`src/hw/rtl/bzp_pkg.sv`:
```
// shared constants and types for the cubic bezier point and perpendicular block
`timescale 1ns / 1ps
package bzp_pkg;

    localparam int DEF_COORD_WIDTH = 16;
    localparam int DEF_T_FRAC_BITS = 15;
    localparam int DEF_D_WIDTH     = DEF_COORD_WIDTH + DEF_T_FRAC_BITS + 7;

    localparam int CFG_W = 48;
    localparam int IDX_W = 3;

    localparam logic [IDX_W-1:0] REG_START_POINT    = 3'd0;
    localparam logic [IDX_W-1:0] REG_END_POINT      = 3'd1;
    localparam logic [IDX_W-1:0] REG_START_CONTROL  = 3'd2;
    localparam logic [IDX_W-1:0] REG_END_CONTROL    = 3'd3;
    localparam logic [IDX_W-1:0] REG_SURFACE_NORMAL = 3'd4;

    localparam int NRM_W      = 16;
    localparam int NRM_FRAC   = 14;
    localparam int UN_W       = 16;
    localparam int MAG_W      = 64;
    localparam int NORM_STEPS = 6;
    localparam int UNIT_BITS  = 30;
    localparam int DN_W       = UNIT_BITS + 2;
    localparam int SQ_W       = 2 * UNIT_BITS + 2;
    localparam int ROOT_W     = UNIT_BITS + 1;
    localparam int Q_W        = 16;
    localparam int REM_W      = ROOT_W + Q_W;

    localparam int BASIS_LAT = 6;
    localparam int LANE_LAT  = 4;
    localparam int UNIT_LAT  = NORM_STEPS + ROOT_W + Q_W + 6;

    typedef struct packed {
        logic valid;
        logic zero;
    } ctl_t;

endpackage

```
`src/hw/rtl/bzp_basis.sv`:
```
// bernstein basis weights and tangent coefficients from the curve parameter
`timescale 1ns / 1ps
module bzp_basis
#(
    parameter int T_FRAC_BITS = bzp_pkg::DEF_T_FRAC_BITS
)
(
    input  logic                      clk,
    input  logic                      rst_n,
    input  logic                      t_valid,
    input  logic [T_FRAC_BITS:0]      t,
    output logic                      w_valid,
    output logic [T_FRAC_BITS:0]      a,
    output logic [T_FRAC_BITS:0]      b,
    output logic [T_FRAC_BITS:0]      c,
    output logic signed [T_FRAC_BITS+2:0] w0,
    output logic signed [T_FRAC_BITS+2:0] w1,
    output logic signed [T_FRAC_BITS+2:0] w2,
    output logic signed [T_FRAC_BITS+2:0] w3
);
    import bzp_pkg::*;

    localparam int F  = T_FRAC_BITS;
    localparam int TW = F + 1;
    localparam int PW = 2 * F + 2;
    localparam int WW = F + 3;
    localparam logic [TW-1:0] ONE   = {1'b1, {F{1'b0}}};
    localparam logic [PW:0]   HALF  = (PW+1)'(1) << (F - 1);
    localparam logic [PW+1:0] HALF2 = (PW+2)'(1) << (F - 1);

    logic [BASIS_LAT-1:0] vld_reg;

    logic [TW-1:0] t1_reg, u1_reg, t1_next, u1_next;
    logic [PW-1:0] uu2_reg, ut2_reg, tt2_reg, uu2_next, ut2_next, tt2_next;
    logic [TW-1:0] t2_reg, u2_reg;
    logic [TW-1:0] a3_reg, b3_reg, c3_reg, t3_reg, u3_reg, a3_next, b3_next, c3_next;
    logic [PW-1:0] at4_reg, cu4_reg, ct4_reg, at4_next, cu4_next, ct4_next;
    logic [TW-1:0] a4_reg, b4_reg, c4_reg;
    logic [F+1:0]  w15_reg, w25_reg, w35_reg, w15_next, w25_next, w35_next;
    logic [TW-1:0] a5_reg, b5_reg, c5_reg;
    logic signed [WW-1:0] w06_reg, w16_reg, w26_reg, w36_reg, w06_next;
    logic [TW-1:0] a6_reg, b6_reg, c6_reg;

    always_comb
    begin
        logic [PW:0]   sa, sb, sc, s3;
        logic [PW+1:0] s1, s2;
        t1_next = (t > ONE) ? ONE : t;
        u1_next = ONE - t1_next;
        uu2_next = u1_reg * u1_reg;
        ut2_next = u1_reg * t1_reg;
        tt2_next = t1_reg * t1_reg;
        sa = {1'b0, uu2_reg} + HALF;
        sb = {1'b0, ut2_reg} + HALF;
        sc = {1'b0, tt2_reg} + HALF;
        a3_next = sa[F +: TW];
        b3_next = sb[F +: TW];
        c3_next = sc[F +: TW];
        at4_next = a3_reg * t3_reg;
        cu4_next = c3_reg * u3_reg;
        ct4_next = c3_reg * t3_reg;
        s1 = {2'b00, at4_reg} + {1'b0, at4_reg, 1'b0} + HALF2;
        s2 = {2'b00, cu4_reg} + {1'b0, cu4_reg, 1'b0} + HALF2;
        s3 = {1'b0, ct4_reg} + HALF;
        w15_next = s1[F +: F+2];
        w25_next = s2[F +: F+2];
        w35_next = s3[F +: F+2];
        w06_next = $signed({2'b00, ONE}) - $signed({1'b0, w15_reg})
                 - $signed({1'b0, w25_reg}) - $signed({1'b0, w35_reg});
    end

    always_ff @(posedge clk or negedge rst_n)
    begin
        if (!rst_n)
        begin
            vld_reg <= '0;
        end
        else
        begin
            vld_reg <= {vld_reg[BASIS_LAT-2:0], t_valid};
        end
    end

    always_ff @(posedge clk)
    begin
        t1_reg  <= t1_next;
        u1_reg  <= u1_next;
        uu2_reg <= uu2_next;
        ut2_reg <= ut2_next;
        tt2_reg <= tt2_next;
        t2_reg  <= t1_reg;
        u2_reg  <= u1_reg;
        a3_reg  <= a3_next;
        b3_reg  <= b3_next;
        c3_reg  <= c3_next;
        t3_reg  <= t2_reg;
        u3_reg  <= u2_reg;
        at4_reg <= at4_next;
        cu4_reg <= cu4_next;
        ct4_reg <= ct4_next;
        a4_reg  <= a3_reg;
        b4_reg  <= b3_reg;
        c4_reg  <= c3_reg;
        w15_reg <= w15_next;
        w25_reg <= w25_next;
        w35_reg <= w35_next;
        a5_reg  <= a4_reg;
        b5_reg  <= b4_reg;
        c5_reg  <= c4_reg;
        w06_reg <= w06_next;
        w16_reg <= $signed({1'b0, w15_reg});
        w26_reg <= $signed({1'b0, w25_reg});
        w36_reg <= $signed({1'b0, w35_reg});
        a6_reg  <= a5_reg;
        b6_reg  <= b5_reg;
        c6_reg  <= c5_reg;
    end

    assign w_valid = vld_reg[BASIS_LAT-1];
    assign a  = a6_reg;
    assign b  = b6_reg;
    assign c  = c6_reg;
    assign w0 = w06_reg;
    assign w1 = w16_reg;
    assign w2 = w26_reg;
    assign w3 = w36_reg;

endmodule

```
`config.mk`:
```
export PLATFORM = sky130hd
export DESIGN_NAME = bzp_basis
export DESIGN_NICKNAME = d
export VERILOG_FILES = /design/src/hw/rtl/bzp_pkg.sv /design/src/hw/rtl/bzp_basis.sv
export SDC_FILE = /design/constraint.sdc
export NUM_CORES = 2
export LEC_CHECK = 0
export CAP_MARGIN = 25
export CORE_ASPECT_RATIO = 0.9
export CORE_MARGIN = 2
export CORE_UTILIZATION = 65
export CTS_CLUSTER_DIAMETER = 80
export CTS_CLUSTER_SIZE = 40
export DETAILED_ROUTE_END_ITERATION = 16
export DONT_BUFFER_PORTS = 1
export GPL_ROUTABILITY_DRIVEN = 0
export GPL_TIMING_DRIVEN = 1
export PLACE_DENSITY = 0.8
export SETUP_SLACK_MARGIN = 0.05
export SKIP_CTS_REPAIR_TIMING = 1
export SLEW_MARGIN = 15
export SYNTH_ARGS = -nofsm -noshare
export SYNTH_HDL_FRONTEND = slang
export SYNTH_SLANG_ARGS = --single-unit
```
`constraint.sdc`:
```
create_clock -name clk -period 8.65 [get_ports clk]
set_input_delay 0.865 -clock clk [delete_from_list [all_inputs] [get_ports clk]]
set_output_delay 0.865 -clock clk [all_outputs]
set_load 0.05 [all_outputs]
```
# ---- After elaboration in Yosys (flattened, before gate mapping)
# Index checks and enable logic that the tools add are counted.
dict set report totals {
  reg_bits 603
  output_inout_bits 121
}
dict set report classes {
  addsub 12
  n_mul 6
  order_cmp 1
  mux 1
}
# cell n
set op_table {}
lappend op_table {{$add 32x15->32 const B} 3}
lappend op_table {{$mul 16x16->32} 3}
lappend op_table {{$add 31x15->31 const B} 3}
lappend op_table {{$mul 16x16->31} 3}
lappend op_table {{$add 32x32->32} 2}
lappend op_table {{$sub 18x18->18} 2}
lappend op_table {{$sub 16x17->18 const A} 1}
lappend op_table {{$gt 16x16->1 const B} 1}
lappend op_table {{$mux 16} 1}
lappend op_table {{$sub 16x16->16 const A} 1}

# ---- Longest topological paths before layout
dict set report logic_depth {
  depth_word 3
  depth_mapped 26
  ltp_nobuf 24
}

# ---- Worst setup path before layout
# Ideal clock, no wire load.
dict set report synth_path {
  path_type {register -> register}
  startpoint {reg u1_reg[10]}
  endpoint {reg ut2_reg[28]}
  setup_time_ns 0.120
  arrival_ns 6.108
  required_ns 8.530
  path_slack_ns 2.422
  path_stages_with_launch 24
  path_buffers 2
  synth_period_minus_slack_ns 6.228
  path_cell_list {dfxtp_1 -> clkbuf_1 -> clkbuf_1 -> nand2_1 -> fa_1 -> fa_1 -> inv_1 -> fa_1 -> inv_1 -> fa_1 -> inv_1 -> fa_1 -> inv_1 -> fa_1 -> inv_1 -> ha_1 -> nand4_1 -> or4_1 -> nand3_1 -> a21oi_1 -> o31a_1 -> nand2_1 -> a2111oi_0 -> a211o_1}
}
dict set report synth_via {
  elab_chain_len 1
}
# item line_no
set synth_rtl {}
lappend synth_rtl {{from (decl)} bzp_basis.sv:33} ;# logic [TW-1:0] t1_reg, u1_reg, t1_next, u1_next;
lappend synth_rtl {{from (signal assigned)} bzp_basis.sv:87} ;# u1_reg <= u1_next;
lappend synth_rtl {{$mul 16x16->31} bzp_basis.sv:51} ;# ut2_next = u1_reg * t1_reg;
lappend synth_rtl {{named net ut2_next[28]} bzp_basis.sv:34} ;# logic [PW-1:0] uu2_reg, ut2_reg, tt2_reg, uu2_next, ut2_next, tt2_next;
lappend synth_rtl {{to (signal assigned)} bzp_basis.sv:89} ;# ut2_reg <= ut2_next;
lappend synth_rtl {{to (decl)} bzp_basis.sv:34}
# The timed path passes the listed nets, and every way through them passes these cells.

# ---- Worst setup path in the final report
dict set report layout_path {
  startpoint {reg t1_reg[2]}
  endpoint {reg tt2_reg[30]}
}
dict set report layout_via {
  elab_chain_len 1
}
# item line_no
set layout_rtl {}
lappend layout_rtl {{from (decl)} bzp_basis.sv:33}
lappend layout_rtl {{from (signal assigned)} bzp_basis.sv:86} ;# t1_reg <= t1_next;
lappend layout_rtl {{$mul 16x16->31} bzp_basis.sv:52} ;# tt2_next = t1_reg * t1_reg;
lappend layout_rtl {{named net tt2_next[30]} bzp_basis.sv:34}
lappend layout_rtl {{to (signal assigned)} bzp_basis.sv:90} ;# tt2_reg <= tt2_next;
lappend layout_rtl {{to (decl)} bzp_basis.sv:34}
# The timed path passes the listed nets, and every way through them passes these cells.

==> impl_summary.md <==
Status
The run finished with clean final reports.

Setup path
On the worst path, the slowest cell contributes a delay of 0.79 ns. The worst register-to-register path has a setup slack of 1.77 ns. The critical path starts at t1_reg[2]$_DFF_P_. The startpoint of the most critical register-to-register path is t1_reg[2]$_DFF_P_. The critical path ends at tt2_reg[30]$_DFF_P_. STA classifies the critical path endpoint as a register. STA puts the critical path data arrival time at ~7.4 ns. Walking the worst path, the cells encountered are buf_4 > nand2_1 > fa_1 > fa_1 > inv_1 > fa_1 > inv_1 > fa_1 > inv_1 > fa_1 > inv_1 > fa_1 > inv_1 > ha_1 > a21o_1 > a31oi_1 > a21boi_0 > nand3b_1 > a31oi_1 > a2111oi_2 > nor3_1 > o31ai_1 > xnor2_1. The most frequent cell on the critical path is sky130_fd_sc_hd__fa_1. The sum of buffers and inverters on the critical path is 6.

Among all stages on the critical path, the largest delay is contributed by sky130_fd_sc_hd__dfxtp_1. The number of cells on the worst reg-to-reg path is 23. The maximum net fanout on the critical path is 17. The number of gates on the worst path with buffers counted is 23. The terminus of the critical flop-to-flop path is tt2_reg[30]$_DFF_P_. On the critical path the largest part of the delay comes from adder cells. The critical path startpoint category is a register. The worst setup path is of the reg2reg kind. STA puts the critical path data required time at 9.14 ns.

Layout
At the end of the flow, the number of nets in the layout was around 8.3k. The antenna diode instance count is 0. The final design area excluding fillers is between 60000 and 70000 um2. In the final layout, the share of cells above drive strength 1 is under 10%. The area growth from synthesis to final layout is 4.43%.

The register with the most flip-flops in the layout has 32 of them.

STA
For the final database, setup skew stands at ~0.06 ns. Timing would allow up to 0.145 GHz. Setup repair after global routing left no endpoint under its margin. The minimum clock period after layout is 6.88 ns.

Summed over all failing endpoints, the final setup total negative slack is 0 ns. Setup violations remaining at the end of the flow were counted as 0. At the pin with the least slew margin, the transition time is 1.14 ns. The share of the clock period used by the worst path is 79.6%. The count of endpoints failing hold in the final timing report is 0.

In this run the tightest slew margin relative to its limit is 23.7%. The number of pins with negative max-slew slack in the final report came to 0.

Logic synthesis
The number of synthesized flops with an enable pin is 0. The area share of the leading cell type in the synthesized netlist is 35.4%. The average instance area after synthesis is 9.55 um2. In this run, synthesis produced a sequential element count of 544. The proportion of synthesized chip area in sequential cells is around 17%. The count of yosys warnings during synthesis is 0.

The count of cell types in the netlist is 71. In the synthesized netlist, the number of instances is 6559. In this run the cell area of the synthesized design comes to ~63000 um2. The share of synthesized flip-flops with an asynchronous set or reset is 1.10%. The largest total area in the synthesized netlist belongs to sky130_fd_sc_hd__fa_1.

Ranked by total cell area, the synthesized netlist is headed by sky130_fd_sc_hd__fa_1, sky130_fd_sc_hd__dfxtp_1, sky130_fd_sc_hd__ha_1. In the synthesized netlist the dominant register cell turns out to be sky130_fd_sc_hd__dfxtp_1.

Place
The estimated wirelength of the detail-placed design is between 100000 and 150000 um. The count of buffers added on input and output ports is 0. The placement-stage cell area is around 64000 um2.

Routing
The number of DRC violations after detailed routing is 0. The total length of routed wires is 141000 um. The via-per-instance ratio is 5.56.

The starting DRC count in detailed routing is ~2.8k. For this block, the via count after detailed routing is 42.9k. The count of nets left with antenna violations once routing finished came out at 0. After detailed routing, the average wire length per cell comes to 18.3 um. The number of iterations in the first detailed-routing pass is 6.

GRT
Entering global routing, the biggest net connects just over 40 pins. The total overflow left after global routing is 0. The global-route wire length before repair is between 200000 and 250000 um. The number of antenna violations at the first check in global routing is 1. The all-layer global routing usage is 29.8%. The via count of the first global-routing pass came to 46.6k.

Clock tree
The clock transition at the registers of the reported paths is ~0.11 ns. The largest buffer count on any clock path is 3. The clock tree root buffer cell is sky130_fd_sc_hd__clkbuf_16.

The TritonCTS clock tree is done. The total clock buffers created by CTS is 35. The later-pin clock latency in the skew report is 0.66 ns. The clock sink count is 544. In this run the number of H-tree levels came out at 2.

Floorplan
The area enclosed by the die boundary is 98900 um2. 140 I/O pins were placed. The die is 331 um wide. The vertical die dimension is 299 um. The initial core utilization is 65.3%. The core outline area is 95900 um2.

The floorplan has between 100 and 150 rows.

Run
The count of max-cap constraint violations is 0.

Hold path
The type of the worst min-delay path is in2reg.
==> placed cells by master (no fill, tap or decap), types with 77 or more instances in the layout <==
cell type and instances:
sky130_fd_sc_hd__ha_1 756, sky130_fd_sc_hd__a21oi_1 146, sky130_fd_sc_hd__inv_1 1478, sky130_fd_sc_hd__xor2_1 77, sky130_fd_sc_hd__xnor2_1 182, sky130_fd_sc_hd__dfxtp_1 538
sky130_fd_sc_hd__nand2_1 782, sky130_fd_sc_hd__nor2_1 158, sky130_fd_sc_hd__fa_1 1109, sky130_fd_sc_hd__a21o_1 77, sky130_fd_sc_hd__and2_1 533
==> synthesized netlist by cell type (28+ instances only) <==
| library cell | instances |
|---|---|
| sky130_fd_sc_hd__inv_1 | 1478 |
| sky130_fd_sc_hd__fa_1 | 1109 |
| sky130_fd_sc_hd__nand2_1 | 782 |
| sky130_fd_sc_hd__ha_1 | 756 |
| sky130_fd_sc_hd__dfxtp_1 | 538 |
| sky130_fd_sc_hd__and2_1 | 533 |
| sky130_fd_sc_hd__clkbuf_1 | 224 |
| sky130_fd_sc_hd__xnor2_1 | 182 |
| sky130_fd_sc_hd__nor2_1 | 158 |
| sky130_fd_sc_hd__a21oi_1 | 146 |
| sky130_fd_sc_hd__a21o_1 | 77 |
| sky130_fd_sc_hd__xor2_1 | 77 |
| sky130_fd_sc_hd__o21ai_0 | 72 |
| sky130_fd_sc_hd__nand3_1 | 54 |
| sky130_fd_sc_hd__nor2b_1 | 35 |
| sky130_fd_sc_hd__nor3_1 | 35 |
| sky130_fd_sc_hd__and3_1 | 34 |
| sky130_fd_sc_hd__nand4_1 | 28 |
==> worst min-delay path by stage <==
stage | from | endpoint | cells past startpoint
after CTS | rst_n | vld_reg[4]$_DFF_PN0_ | 0
after detailed placement | c5_reg[2]$_DFF_P_ | c[2]$_DFF_P_ | 0
after global routing | t_valid | vld_reg[0]$_DFF_PN0_ | 0
final | t_valid | vld_reg[0]$_DFF_PN0_ | 0
after floorplan | a4_reg[0]$_DFF_P_ | a5_reg[0]$_DFF_P_ | 0
after global placement | u2_reg[4]$_DFF_P_ | u3_reg[4]$_DFF_P_ | 0
==> cells by family (layout without fill, tap and decap cells) <==
logic type | after synthesis | after routing | synth area share (%)
other cells | 1 | 3 | 0.00598
fa+ha+maj | 1865 | 1865 | 50.5
buf+inv | 1708 | 1613 | 10.3
mux | 4 | 4 | 0.0679
simple gates | 1714 | 1714 | 13.2
flops | 544 | 544 | 17.4
xor+xnor | 259 | 259 | 3.62
compound gates | 464 | 464 | 4.86
==> through the flow <==
stage          cells  utilization, %  hold slack (ns)  worst slack, ns
6_report        7731            68.2            0.238             1.77
5_1_grt         7731            68.2            0.213             1.44
4_1_cts         7728            68.2           -0.154             1.84
3_5_place_dp    7666            66.6            0.312             1.81
3_3_place_gp    7665            66.6            0.310             2.02
2_1_floorplan   6561               -            0.310             2.42
==> cell type report <==
cell class	instances	area [um2]
timing repair buffer	73	586
clock inverter	26	598
clock buffer	36	880
fill	7104	30500
tap	1265	1580
sequential	544	10900
multi-input combinational	4309	45300
inverter	1478	5550
==> routing by layer <==
metal / track usage (%) / part of all wire (%) / vias up
li1: - / - / 19400
met1: 38.6 / 40 / 21300
met2: 49.8 / 47 / 1854
met3: 5.96 / 9.0 / 347
met4: 11.6 / 4.0 / 0
met5: 0 / 0 / -
Power is left out: the tool's default activity adds up to more than one toggle a clock period on the data nets, which glitch-free logic cannot reach.
